[config.mk]
export PLATFORM = sky130hd
export DESIGN_NAME = neuron_weighted_sum_activation_unit
export DESIGN_NICKNAME = d
export VERILOG_FILES = /design/src/rtl/nwsa_pkg.sv /design/src/rtl/neuron_weighted_sum_activation_unit.sv
export SDC_FILE = /design/constraint.sdc
export NUM_CORES = 2
export LEC_CHECK = 0
export BUFFER_PORTS_ARGS = -buffer_cell sky130_fd_sc_hd__clkbuf_2
export CAP_MARGIN = 20
export CORE_ASPECT_RATIO = 0.5
export CORE_UTILIZATION = 69
export DETAILED_ROUTE_END_ITERATION = 10
export GPL_TIMING_DRIVEN = 0
export HOLD_SLACK_MARGIN = 0.05
export PLACE_DENSITY = 0.82
export SLEW_MARGIN = 20
export SYNTH_ARGS = -nofsm -noshare
export SYNTH_HDL_FRONTEND = slang
export SYNTH_SLANG_ARGS = --single-unit
[constraint.sdc]
create_clock -name clk -period 10.3 [get_ports clk]
set_input_delay 1.03 -clock clk [delete_from_list [all_inputs] [get_ports clk]]
set_output_delay 1.03 -clock clk [all_outputs]
set_load 0.1 [all_outputs]
[src/rtl/nwsa_pkg.sv]
package nwsa_pkg;

    // Weight store geometry.
    localparam int MAX_WEIGHTS = 64;
    localparam int ADDR_W      = $clog2(MAX_WEIGHTS);

    // Depth of the result queue; also the number of results that may be in flight.
    localparam int RES_DEPTH   = 8;
    localparam int RES_PTR_W   = $clog2(RES_DEPTH);

    // Input operations.
    localparam logic OP_WRITE_WEIGHT = 1'b0;
    localparam logic OP_FEED         = 1'b1;

    // Configuration register indexes.
    localparam logic [1:0] CFG_WEIGHT_COUNT    = 2'd0;
    localparam logic [1:0] CFG_BIAS            = 2'd1;
    localparam logic [1:0] CFG_ACTIVATION_MODE = 2'd2;

    // Activation functions.
    localparam logic [1:0] ACT_STEP     = 2'd0;
    localparam logic [1:0] ACT_SATLIN   = 2'd1;
    localparam logic [1:0] ACT_LOGISTIC = 2'd2;
    localparam logic [1:0] ACT_BIPOLAR  = 2'd3;

    // One in Q2.14.
    localparam logic signed [15:0] ONE_Q14 = 16'sd16384;

    typedef struct packed {
        logic              opcode;
        logic [5:0]        weight_index;
        logic signed [15:0] data_value;
        logic              last;
    } in_item_t;

    typedef struct packed {
        logic signed [15:0] activation_out;
        logic               length_mismatch;
    } out_item_t;

    typedef logic [255:0][15:0] lut_t;

    // Logistic table over [-8, 8) in steps of 1/16, Q2.14, built at elaboration.
    // e^-k/16 is stepped in Q32, then 2^46 / (2^32 + e) is rounded by a
    // restoring division.
    function automatic lut_t build_logistic();
        lut_t        t;
        logic [63:0] e;
        logic [63:0] den;
        logic [63:0] num;
        logic [63:0] rem;
        logic [63:0] q;
        logic [15:0] p;
        t = '0;
        for (int k = 0; k <= 128; k++)
        begin
            e = 64'd1 << 32;
            for (int j = 0; j < k; j++)
            begin
                e = (e * 64'd4034748383 + (64'd1 << 31)) >> 32;
            end
            den = (64'd1 << 32) + e;
            num = (64'd1 << 46) + (den >> 1);
            rem = '0;
            q   = '0;
            for (int b = 63; b >= 0; b--)
            begin
                rem = {rem[62:0], num[b]};
                if (rem >= den)
                begin
                    rem  = rem - den;
                    q[b] = 1'b1;
                end
            end
            p = q[15:0];
            if (k < 128)
            begin
                t[128 + k] = p;
            end
            if (k > 0)
            begin
                t[128 - k] = 16'd16384 - p;
            end
        end
        return t;
    endfunction

    localparam lut_t LOGISTIC_LUT = build_logistic();

endpackage

[src/rtl/neuron_weighted_sum_activation_unit.sv]
// Single neuron: weight-write beats store signed Q4.12 weights by slot, feed
// beats stream a vector whose elements are multiplied by the weight at their
// position and summed on top of the bias; the beat marked last yields one
// Q2.14 activation (step, saturated linear, logistic or bipolar sigmoid), or
// zero with length_mismatch set when the vector length differs from
// weight_count or weight_count exceeds 64. One input beat is taken every
// cycle while in_stall is low. The weights sit in a single-port synchronous
// RAM read once per feed beat, followed by a registered multiplier, the
// accumulator adder, the bias stage and two activation stages. Results queue
// in an eight-entry buffer; input stalls only while eight results are
// outstanding and not yet taken. Configuration is always ready and must only
// be written while the block is idle.
module neuron_weighted_sum_activation_unit
(
    input  logic                 clk,
    input  logic                 rst_n,

    input  logic                 in_valid,
    output logic                 in_stall,
    input  nwsa_pkg::in_item_t   in_data,

    output logic                 out_valid,
    input  logic                 out_stall,
    output nwsa_pkg::out_item_t  out_data,

    input  logic                 cfg_valid,
    output logic                 cfg_ready,
    input  logic [1:0]           cfg_index,
    input  logic [15:0]          cfg_data
);

    // Configuration registers.
    logic [6:0]         weight_count_reg;
    logic signed [15:0] bias_reg;
    logic [1:0]         act_mode_reg;

    assign cfg_ready = 1'b1;

    always_ff @(posedge clk or negedge rst_n)
    begin
        if (!rst_n)
        begin
            weight_count_reg <= '0;
            bias_reg         <= '0;
            act_mode_reg     <= nwsa_pkg::ACT_BIPOLAR;
        end
        else if (cfg_valid && cfg_ready)
        begin
            unique case (cfg_index)
                nwsa_pkg::CFG_WEIGHT_COUNT:    weight_count_reg <= cfg_data[6:0];
                nwsa_pkg::CFG_BIAS:            bias_reg         <= cfg_data;
                nwsa_pkg::CFG_ACTIVATION_MODE: act_mode_reg     <= cfg_data[1:0];
                default:                       ;
            endcase
        end
    end

    // Input handshake and credit count of results in flight or queued.
    logic                        in_accept;
    logic                        out_pop;
    logic [nwsa_pkg::RES_PTR_W:0] pending_reg;
    logic [nwsa_pkg::RES_PTR_W:0] pending_next;
    logic                        is_feed;
    logic                        starts_result;

    assign in_stall      = (pending_reg == (nwsa_pkg::RES_PTR_W + 1)'(nwsa_pkg::RES_DEPTH));
    assign in_accept     = in_valid && !in_stall;
    assign is_feed       = (in_data.opcode == nwsa_pkg::OP_FEED);
    assign starts_result = in_accept && is_feed && in_data.last;

    always_comb
    begin
        pending_next = pending_reg;
        if (starts_result && !out_pop)
        begin
            pending_next = pending_reg + 1'b1;
        end
        else if (!starts_result && out_pop)
        begin
            pending_next = pending_reg - 1'b1;
        end
    end

    always_ff @(posedge clk or negedge rst_n)
    begin
        if (!rst_n)
        begin
            pending_reg <= '0;
        end
        else
        begin
            pending_reg <= pending_next;
        end
    end

    // Element position within the current vector, saturating at 127.
    logic [6:0] elem_count_reg;
    logic [6:0] elem_count_inc;
    logic       elem_in_range;

    assign elem_count_inc = (elem_count_reg == 7'd127) ? elem_count_reg : elem_count_reg + 7'd1;
    assign elem_in_range  = ({25'd0, elem_count_reg} < nwsa_pkg::MAX_WEIGHTS);

    always_ff @(posedge clk or negedge rst_n)
    begin
        if (!rst_n)
        begin
            elem_count_reg <= '0;
        end
        else if (in_accept && is_feed)
        begin
            elem_count_reg <= in_data.last ? 7'd0 : elem_count_inc;
        end
    end

    // Weight RAM: written by weight beats, read once per feed beat. At most one beat
    // is taken per cycle, so a read always follows any earlier write.
    logic signed [15:0] weight_mem [nwsa_pkg::MAX_WEIGHTS];
    logic signed [15:0] weight_rd_reg;

    always_ff @(posedge clk)
    begin
        if (in_accept && !is_feed)
        begin
            weight_mem[in_data.weight_index[nwsa_pkg::ADDR_W-1:0]] <= in_data.data_value;
        end
        if (in_accept && is_feed)
        begin
            weight_rd_reg <= weight_mem[elem_count_reg[nwsa_pkg::ADDR_W-1:0]];
        end
    end

    // Stage 1: element and status aligned with the RAM read data.
    logic               s1_valid_reg;
    logic               s1_last_reg;
    logic               s1_in_range_reg;
    logic [6:0]         s1_count_reg;
    logic signed [15:0] s1_data_reg;

    always_ff @(posedge clk or negedge rst_n)
    begin
        if (!rst_n)
        begin
            s1_valid_reg <= 1'b0;
        end
        else
        begin
            s1_valid_reg <= in_accept && is_feed;
        end
    end

    always_ff @(posedge clk)
    begin
        if (in_accept && is_feed)
        begin
            s1_last_reg     <= in_data.last;
            s1_in_range_reg <= elem_in_range;
            s1_count_reg    <= elem_count_inc;
            s1_data_reg     <= in_data.data_value;
        end
    end

    // Stage 2: product of element and weight, exact Q8.24.
    logic signed [15:0] s1_weight;
    logic               s2_valid_reg;
    logic               s2_last_reg;
    logic [6:0]         s2_count_reg;
    logic signed [31:0] s2_prod_reg;

    assign s1_weight = s1_in_range_reg ? weight_rd_reg : 16'sd0;

    always_ff @(posedge clk or negedge rst_n)
    begin
        if (!rst_n)
        begin
            s2_valid_reg <= 1'b0;
        end
        else
        begin
            s2_valid_reg <= s1_valid_reg;
        end
    end

    always_ff @(posedge clk)
    begin
        s2_last_reg  <= s1_last_reg;
        s2_count_reg <= s1_count_reg;
        s2_prod_reg  <= s1_data_reg * s1_weight;
    end

    // Stage 3: saturating accumulation; the accumulator clears after a last element.
    logic signed [39:0] acc_reg;
    logic signed [39:0] acc_next;
    logic signed [40:0] acc_sum;
    logic signed [39:0] acc_sat;
    logic               s3_valid_reg;
    logic [6:0]         s3_count_reg;
    logic signed [39:0] s3_acc_reg;

    assign acc_sum = {acc_reg[39], acc_reg} + {{9{s2_prod_reg[31]}}, s2_prod_reg};

    always_comb
    begin
        if (acc_sum[40] != acc_sum[39])
        begin
            acc_sat = acc_sum[40] ? {1'b1, 39'd0} : {1'b0, {39{1'b1}}};
        end
        else
        begin
            acc_sat = acc_sum[39:0];
        end
        acc_next = acc_reg;
        if (s2_valid_reg)
        begin
            acc_next = s2_last_reg ? 40'sd0 : acc_sat;
        end
    end

    always_ff @(posedge clk or negedge rst_n)
    begin
        if (!rst_n)
        begin
            acc_reg      <= '0;
            s3_valid_reg <= 1'b0;
        end
        else
        begin
            acc_reg      <= acc_next;
            s3_valid_reg <= s2_valid_reg && s2_last_reg;
        end
    end

    always_ff @(posedge clk)
    begin
        s3_count_reg <= s2_count_reg;
        s3_acc_reg   <= acc_sat;
    end

    // Stage 4: bias added with saturation, length check.
    logic signed [40:0] bias_sum;
    logic signed [39:0] bias_sat;
    logic               mismatch;
    logic               s4_valid_reg;
    logic               s4_mismatch_reg;
    logic signed [39:0] s4_sum_reg;

    assign bias_sum = {s3_acc_reg[39], s3_acc_reg}
                    + {{13{bias_reg[15]}}, bias_reg, 12'd0};
    assign mismatch = (s3_count_reg != weight_count_reg)
                   || ({25'd0, weight_count_reg} > nwsa_pkg::MAX_WEIGHTS);

    always_comb
    begin
        if (bias_sum[40] != bias_sum[39])
        begin
            bias_sat = bias_sum[40] ? {1'b1, 39'd0} : {1'b0, {39{1'b1}}};
        end
        else
        begin
            bias_sat = bias_sum[39:0];
        end
    end

    always_ff @(posedge clk or negedge rst_n)
    begin
        if (!rst_n)
        begin
            s4_valid_reg <= 1'b0;
        end
        else
        begin
            s4_valid_reg <= s3_valid_reg;
        end
    end

    always_ff @(posedge clk)
    begin
        s4_mismatch_reg <= mismatch;
        s4_sum_reg      <= bias_sat;
    end

    // Stage 5: step and linear outputs, table index of the clamped sum.
    logic               ge_one;
    logic               below_range;
    logic               above_range;
    logic signed [15:0] simple_act;
    logic [7:0]         lut_index;
    logic               s5_valid_reg;
    logic               s5_mismatch_reg;
    logic [1:0]         s5_mode_reg;
    logic signed [15:0] s5_simple_reg;
    logic [7:0]         s5_index_reg;

    assign ge_one      = !s4_sum_reg[39] && (s4_sum_reg[38:24] != 15'd0);
    assign below_range = s4_sum_reg[39] && (s4_sum_reg[38:27] != {12{1'b1}});
    assign above_range = !s4_sum_reg[39] && (s4_sum_reg[38:27] != 12'd0);

    always_comb
    begin
        if (ge_one)
        begin
            simple_act = nwsa_pkg::ONE_Q14;
        end
        else if (s4_sum_reg[39] || (act_mode_reg == nwsa_pkg::ACT_STEP))
        begin
            simple_act = 16'sd0;
        end
        else
        begin
            simple_act = {2'b00, s4_sum_reg[23:10]};
        end

        if (below_range)
        begin
            lut_index = 8'd0;
        end
        else if (above_range)
        begin
            lut_index = 8'd255;
        end
        else
        begin
            lut_index = {~s4_sum_reg[27], s4_sum_reg[26:20]};
        end
    end

    always_ff @(posedge clk or negedge rst_n)
    begin
        if (!rst_n)
        begin
            s5_valid_reg <= 1'b0;
        end
        else
        begin
            s5_valid_reg <= s4_valid_reg;
        end
    end

    always_ff @(posedge clk)
    begin
        s5_mismatch_reg <= s4_mismatch_reg;
        s5_mode_reg     <= act_mode_reg;
        s5_simple_reg   <= simple_act;
        s5_index_reg    <= lut_index;
    end

    // Final selection: table lookup for the sigmoids.
    logic [15:0]         lut_val;
    logic signed [16:0]  bipolar_val;
    nwsa_pkg::out_item_t result;

    assign lut_val     = nwsa_pkg::LOGISTIC_LUT[s5_index_reg];
    assign bipolar_val = {lut_val, 1'b0} - 17'sd16384;

    always_comb
    begin
        result.length_mismatch = s5_mismatch_reg;
        if (s5_mismatch_reg)
        begin
            result.activation_out = 16'sd0;
        end
        else
        begin
            case (s5_mode_reg)
                nwsa_pkg::ACT_LOGISTIC: result.activation_out = lut_val;
                nwsa_pkg::ACT_BIPOLAR:  result.activation_out = bipolar_val[15:0];
                default:                result.activation_out = s5_simple_reg;
            endcase
        end
    end

    // Result queue; the credit count keeps it from overflowing.
    nwsa_pkg::out_item_t          res_mem [nwsa_pkg::RES_DEPTH];
    logic [nwsa_pkg::RES_PTR_W-1:0] wr_ptr_reg;
    logic [nwsa_pkg::RES_PTR_W-1:0] rd_ptr_reg;
    logic [nwsa_pkg::RES_PTR_W:0]   fill_reg;

    assign out_valid = (fill_reg != '0);
    assign out_pop   = out_valid && !out_stall;
    assign out_data  = res_mem[rd_ptr_reg];

    always_ff @(posedge clk)
    begin
        if (s5_valid_reg)
        begin
            res_mem[wr_ptr_reg] <= result;
        end
    end

    always_ff @(posedge clk or negedge rst_n)
    begin
        if (!rst_n)
        begin
            wr_ptr_reg <= '0;
            rd_ptr_reg <= '0;
            fill_reg   <= '0;
        end
        else
        begin
            if (s5_valid_reg)
            begin
                wr_ptr_reg <= wr_ptr_reg + 1'b1;
            end
            if (out_pop)
            begin
                rd_ptr_reg <= rd_ptr_reg + 1'b1;
            end
            if (s5_valid_reg && !out_pop)
            begin
                fill_reg <= fill_reg + 1'b1;
            end
            else if (!s5_valid_reg && out_pop)
            begin
                fill_reg <= fill_reg - 1'b1;
            end
        end
    end

endmodule

==> impl_metrics.tcl, run 1 <==
set metrics [dict create \
    outcome "aborted with a tool error" \
    lastStage "detailed placement" \
    flow.first_error "[ERROR DPL-0033] detailed placement checks failed during check placement." \
    yosysTopAreaCellShare_pct 51.4 \
    floorplan.rows 82 \
    synthTopCellsByArea "sky130_fd_sc_hd__edfxtp_1, sky130_fd_sc_hd__mux4_2, sky130_fd_sc_hd__fa_1" \
    die_y_um 228 \
    io_pins 67 \
    synth_seq_area_share_pct 58.6 \
    globalplace.congestion 1.01 \
    post_synth_net_total 5081 \
    die_width_um 453 \
    async_reset_ff_share_pct 6.35 \
    syn_area_per_cell_um2 15.3 \
    synth.cell_area_um2 70200 \
    post_synth_inst_count 4596 \
    floorplan.initialDensity_pct 69.9 \
    synthDominantAreaCellType "sky130_fd_sc_hd__edfxtp_1" \
    synth_enable_flop_cells 1201 \
    place.port_buffers 62 \
    yosys.cell_types.count 99 \
    yosys_warnings 0 \
    synth-main-ff-cell "sky130_fd_sc_hd__edfxtp_1" \
    synth_seq_cells 1432 \
    dp_hpwl_um 163000 \
]
-- stage by stage --
step / std cells / hold slack (ns) / setup slack (ns) / area (um2)
floorplan: 4596 / 0.310 / 3.92 / 70200
global placement: 6002 / 0.312 / 2.37 / 72200
-- cells in the mapped netlist (all sizes together), types with 8 or more instances --
master / number
o21bai: 14
and3: 130
o21ai: 122
a211oi: 47
xor2: 33
dfxtp: 140
ha: 172
o31ai: 9
nand3b: 8
nand3: 63
nor2: 246
o22ai: 15
xnor2: 74
nor2b: 14
a22oi: 10
nand2b: 14
o311ai: 10
o211ai: 36
mux4: 371
o2bb2ai: 40
buf: 72
edfxtp: 1201
a221oi: 8
o21a: 18
o221ai: 16
a21o: 50
or2: 14
nand4: 12
nor4: 9
clkbuf: 182
maj3: 29
inv: 322
a31oi: 23
mux2i: 22
dfrtp: 89
mux2: 47
and2: 37
fa: 266
nand2: 248
a21oi: 162
nor3: 71
or3: 20
-- cell families after synthesis --
logic type	after synthesis	share of synthesized area (%)
compound gates	659	6.38
mux	440	13.0
buf+inv	578	3.28
simple gates	912	6.29
fa+ha+maj	467	11.1
xor+xnor	107	1.34
flops	1432	58.6
other cells	1	0.00534
==> run 2, diff against run 1 <==
CORE_ASPECT_RATIO = default   (was 0.5)
CORE_UTILIZATION = 40   (was 69)
HOLD_SLACK_MARGIN = default   (was 0.05)
PLACE_DENSITY = default   (was 0.82)
PLACE_DENSITY_LB_ADDON = 0.15   (was default)
==> run 2 against run 1 <==
Net effect: the run now ends clean; area after synthesis is the same; synthesized cell count unchanged.
==> impl_metrics.tcl, run 2 <==
set metrics [dict create \
    floorplan.initialDensity_pct 40.3 \
    cts_buffers 155 \
    design.final.nets 5386 \
    cts_setup_buffers 0 \
    timing.hold.worst.class "input pin to async pin" \
    setup_repair_after_global_routing_missed_its_margin "false" \
    die_width_um 421 \
    async_reset_ff_share_pct 6.35 \
    tns_ns 0 \
    die_y_um 421 \
    dp_hpwl_um 147000 \
    critical_path_s_top_delay_family "adder cells" \
    drt_pass_1_iters 7 \
    synthMostInstantiatedCell "sky130_fd_sc_hd__edfxtp_1" \
    final_common_cell "sky130_fd_sc_hd__edfxtp_1" \
    timing.critical_path.to_type "flip-flop" \
    post_synth_net_total 5081 \
    drt-initial-drc-count 3777 \
    place_area_um2 74800 \
    ant_nets 0 \
    setup_viol 0 \
    cp_cell_sequence "clkbuf_1, and2_1, clkbuf_1, nand2_1, fa_1, inv_1, fa_1, inv_1, fa_1, inv_1, fa_1, fa_1, inv_1, fa_1, inv_1, ha_1, and4_1, a221o_1, a311oi_1, o211ai_1, a21oi_1, o311ai_0, a21oi_1, xnor2_1" \
    routed_wirelength_um 203000 \
    groute.usage.overall_pct 23.2 \
    worst-r2r-cell-count 24 \
    io_pins 67 \
    root_buffer "sky130_fd_sc_hd__clkbuf_16" \
    multi_input_area_um2 27000 \
    synth-main-ff-cell "sky130_fd_sc_hd__edfxtp_1" \
    critical_path_startpoint "s1_in_range_reg" \
    floorplan.rows 153 \
    core_region_um2 174000 \
    final_hold_violations 0 \
    post_synth_inst_count 4596 \
    synth.cell_area_um2 70200 \
    outcome "complete, no violations" \
    clockBufferDepth 3 \
    fin_crit_sh_pct 78.3 \
    grt_antenna_before_repair 7 \
    synthDominantAreaCellType "sky130_fd_sc_hd__edfxtp_1" \
    largest_register_ffs 1024 \
    sequential_cell_area_um2 41100 \
    post_cts_hold_buffer_count 0 \
    post-route-min-period_ns 8.07 \
    clock_sink_count 1432 \
    post_drt_wl_per_cell_um 27.6 \
    r2r-start "s1_in_range_reg" \
    yosys.cell_types.count 99 \
    worstPathRequired_ns 10.98 \
    cap_violations 0 \
    globalRouteOverflowTotal 0 \
    cp_num_cells 24 \
    worst_clock_skew_ns 0.0402 \
    synthTopCellsByArea "sky130_fd_sc_hd__edfxtp_1, sky130_fd_sc_hd__mux4_2, sky130_fd_sc_hd__fa_1" \
    synth_seq_cells 1432 \
    crit_path_max_fanout 10 \
    grt_max_degree 77 \
    crit_buf_inv 7 \
    yosysTopAreaCellShare_pct 51.4 \
    die_area_um2 177000 \
    critPathMostFrequentCell "sky130_fd_sc_hd__fa_1" \
    synth_seq_area_share_pct 58.6 \
    synth_enable_flop_cells 1201 \
    count_of_h_tree_levels_built_during_cts 4 \
    relSlewSlack_pct 17.4 \
    detail_route.drc_violations 0 \
    clock_insertion_delay_worst_skew_ns 0.80 \
    place.port_buffers 62 \
    cp.arrival_ns 8.75 \
    slowest_stage "sky130_fd_sc_hd__a311oi_1" \
    tritoncts "done" \
    num-fill-cells 15216 \
    vias_per_cell 5.66 \
    via_count_of_the_first_global_routing_pass 42565 \
    most_frequent_cells_after_synthesis "sky130_fd_sc_hd__edfxtp_1, sky130_fd_sc_hd__mux4_2, sky130_fd_sc_hd__inv_1, sky130_fd_sc_hd__fa_1, sky130_fd_sc_hd__nand2_1" \
    cells_resized_by_post_cts_repair 0 \
    grt_pass1_wl_um 297000 \
    share_of_layout_cells_above_drive_strength_1_pct 19.3 \
    mostFrequentLayoutCells "sky130_fd_sc_hd__edfxtp_1, sky130_fd_sc_hd__mux4_2, sky130_fd_sc_hd__inv_1" \
    final_instance_area_um2 80000 \
    final-max-slew-violation-count 0 \
    worst-setup-path-type "flip-flop to flip-flop" \
    clkSlewWorstSetupHoldPaths_ns 0.06 \
    critical_path.max_stage_delay_ns 0.61 \
    vias 41645 \
    tightest_slew_ns 1.21 \
    area_growth_syn_to_layout_pct 13.9 \
    fmaxAchievable_mhz 124 \
    yosys_warnings 0 \
    globalplace.congestion 0.982 \
    syn_area_per_cell_um2 15.3 \
    worst_setup_path_start_kind "flip-flop" \
]
-- run 2: cell counts after synthesis --
No cell type changed its count.
-- run 2: stage by stage --
stage          utilization [%]  instances  setup WS (ns)  hold WS (ns)
3_5_place_dp              43.0       7068           2.33         0.316
2_1_floorplan                -       4596           3.92         0.310
6_report                  45.9       7357           2.23        0.0942
3_3_place_gp              42.2       6983           2.32         0.313
4_1_cts                   45.9       7354           2.28        0.0357
5_1_grt                   45.9       7355           1.86        0.0519
-- run 2: area by class of cell --
type / instances / share of cell area (%)
sequential: 1432 / 51.5
multi-input combinational: 2586 / 33.7
clock buffer: 203 / 5.29
tap: 2325 / 3.64
timing repair buffer: 148 / 1.91
inverter: 324 / 1.52
buffer: 254 / 1.36
clock inverter: 83 / 1.09
antenna: 2 / 0.00626
-- run 2: metal layers --
layer  vias to the layer above  GRT usage (%)  part of all wire, %
met3                       372           4.10                  6.0
met2                      1338           37.3                   47
met4                         8           7.54                  3.3
met1                     21818           32.0                   43
met5                         -              0                0.027
li1                      18109              -                    -
-- run 2: worst paths after layout --
| path | to | slack, ns |
|---|---|---|
| setup / recovery | s2_prod_reg[30] | 2.23 |
| hold / removal | rd_ptr_reg[1] | 0.09 |
| setup reg to reg | s2_prod_reg[30] | 2.23 |
| hold reg to reg | s3_count_reg[5] | 0.31 |
| max in group asynchronous | elem_count_reg[5] | 9.49 |
| min in group clk | s3_count_reg[5] | 0.31 |
-- run 2: cell families (layout without fill, tap and decap cells) --
| group | Yosys count | in the layout | synth area share, % |
|---|---|---|---|
| XOR/XNOR | 107 | 107 | 1.34 |
| other | 1 | 3 | 0.00534 |
| AO/OA/AOI/OAI | 659 | 659 | 6.38 |
| AND/OR/NAND/NOR | 912 | 912 | 6.29 |
| adder cells (fa/ha/maj) | 467 | 467 | 11.1 |
| flip-flops | 1432 | 1432 | 58.6 |
| multiplexers | 440 | 440 | 13.0 |
| buffers and inverters | 578 | 1012 | 3.28 |
Power of run 2 is left out: the tool's default activity adds up to more than one toggle a clock period on the data nets, which glitch-free logic cannot reach.
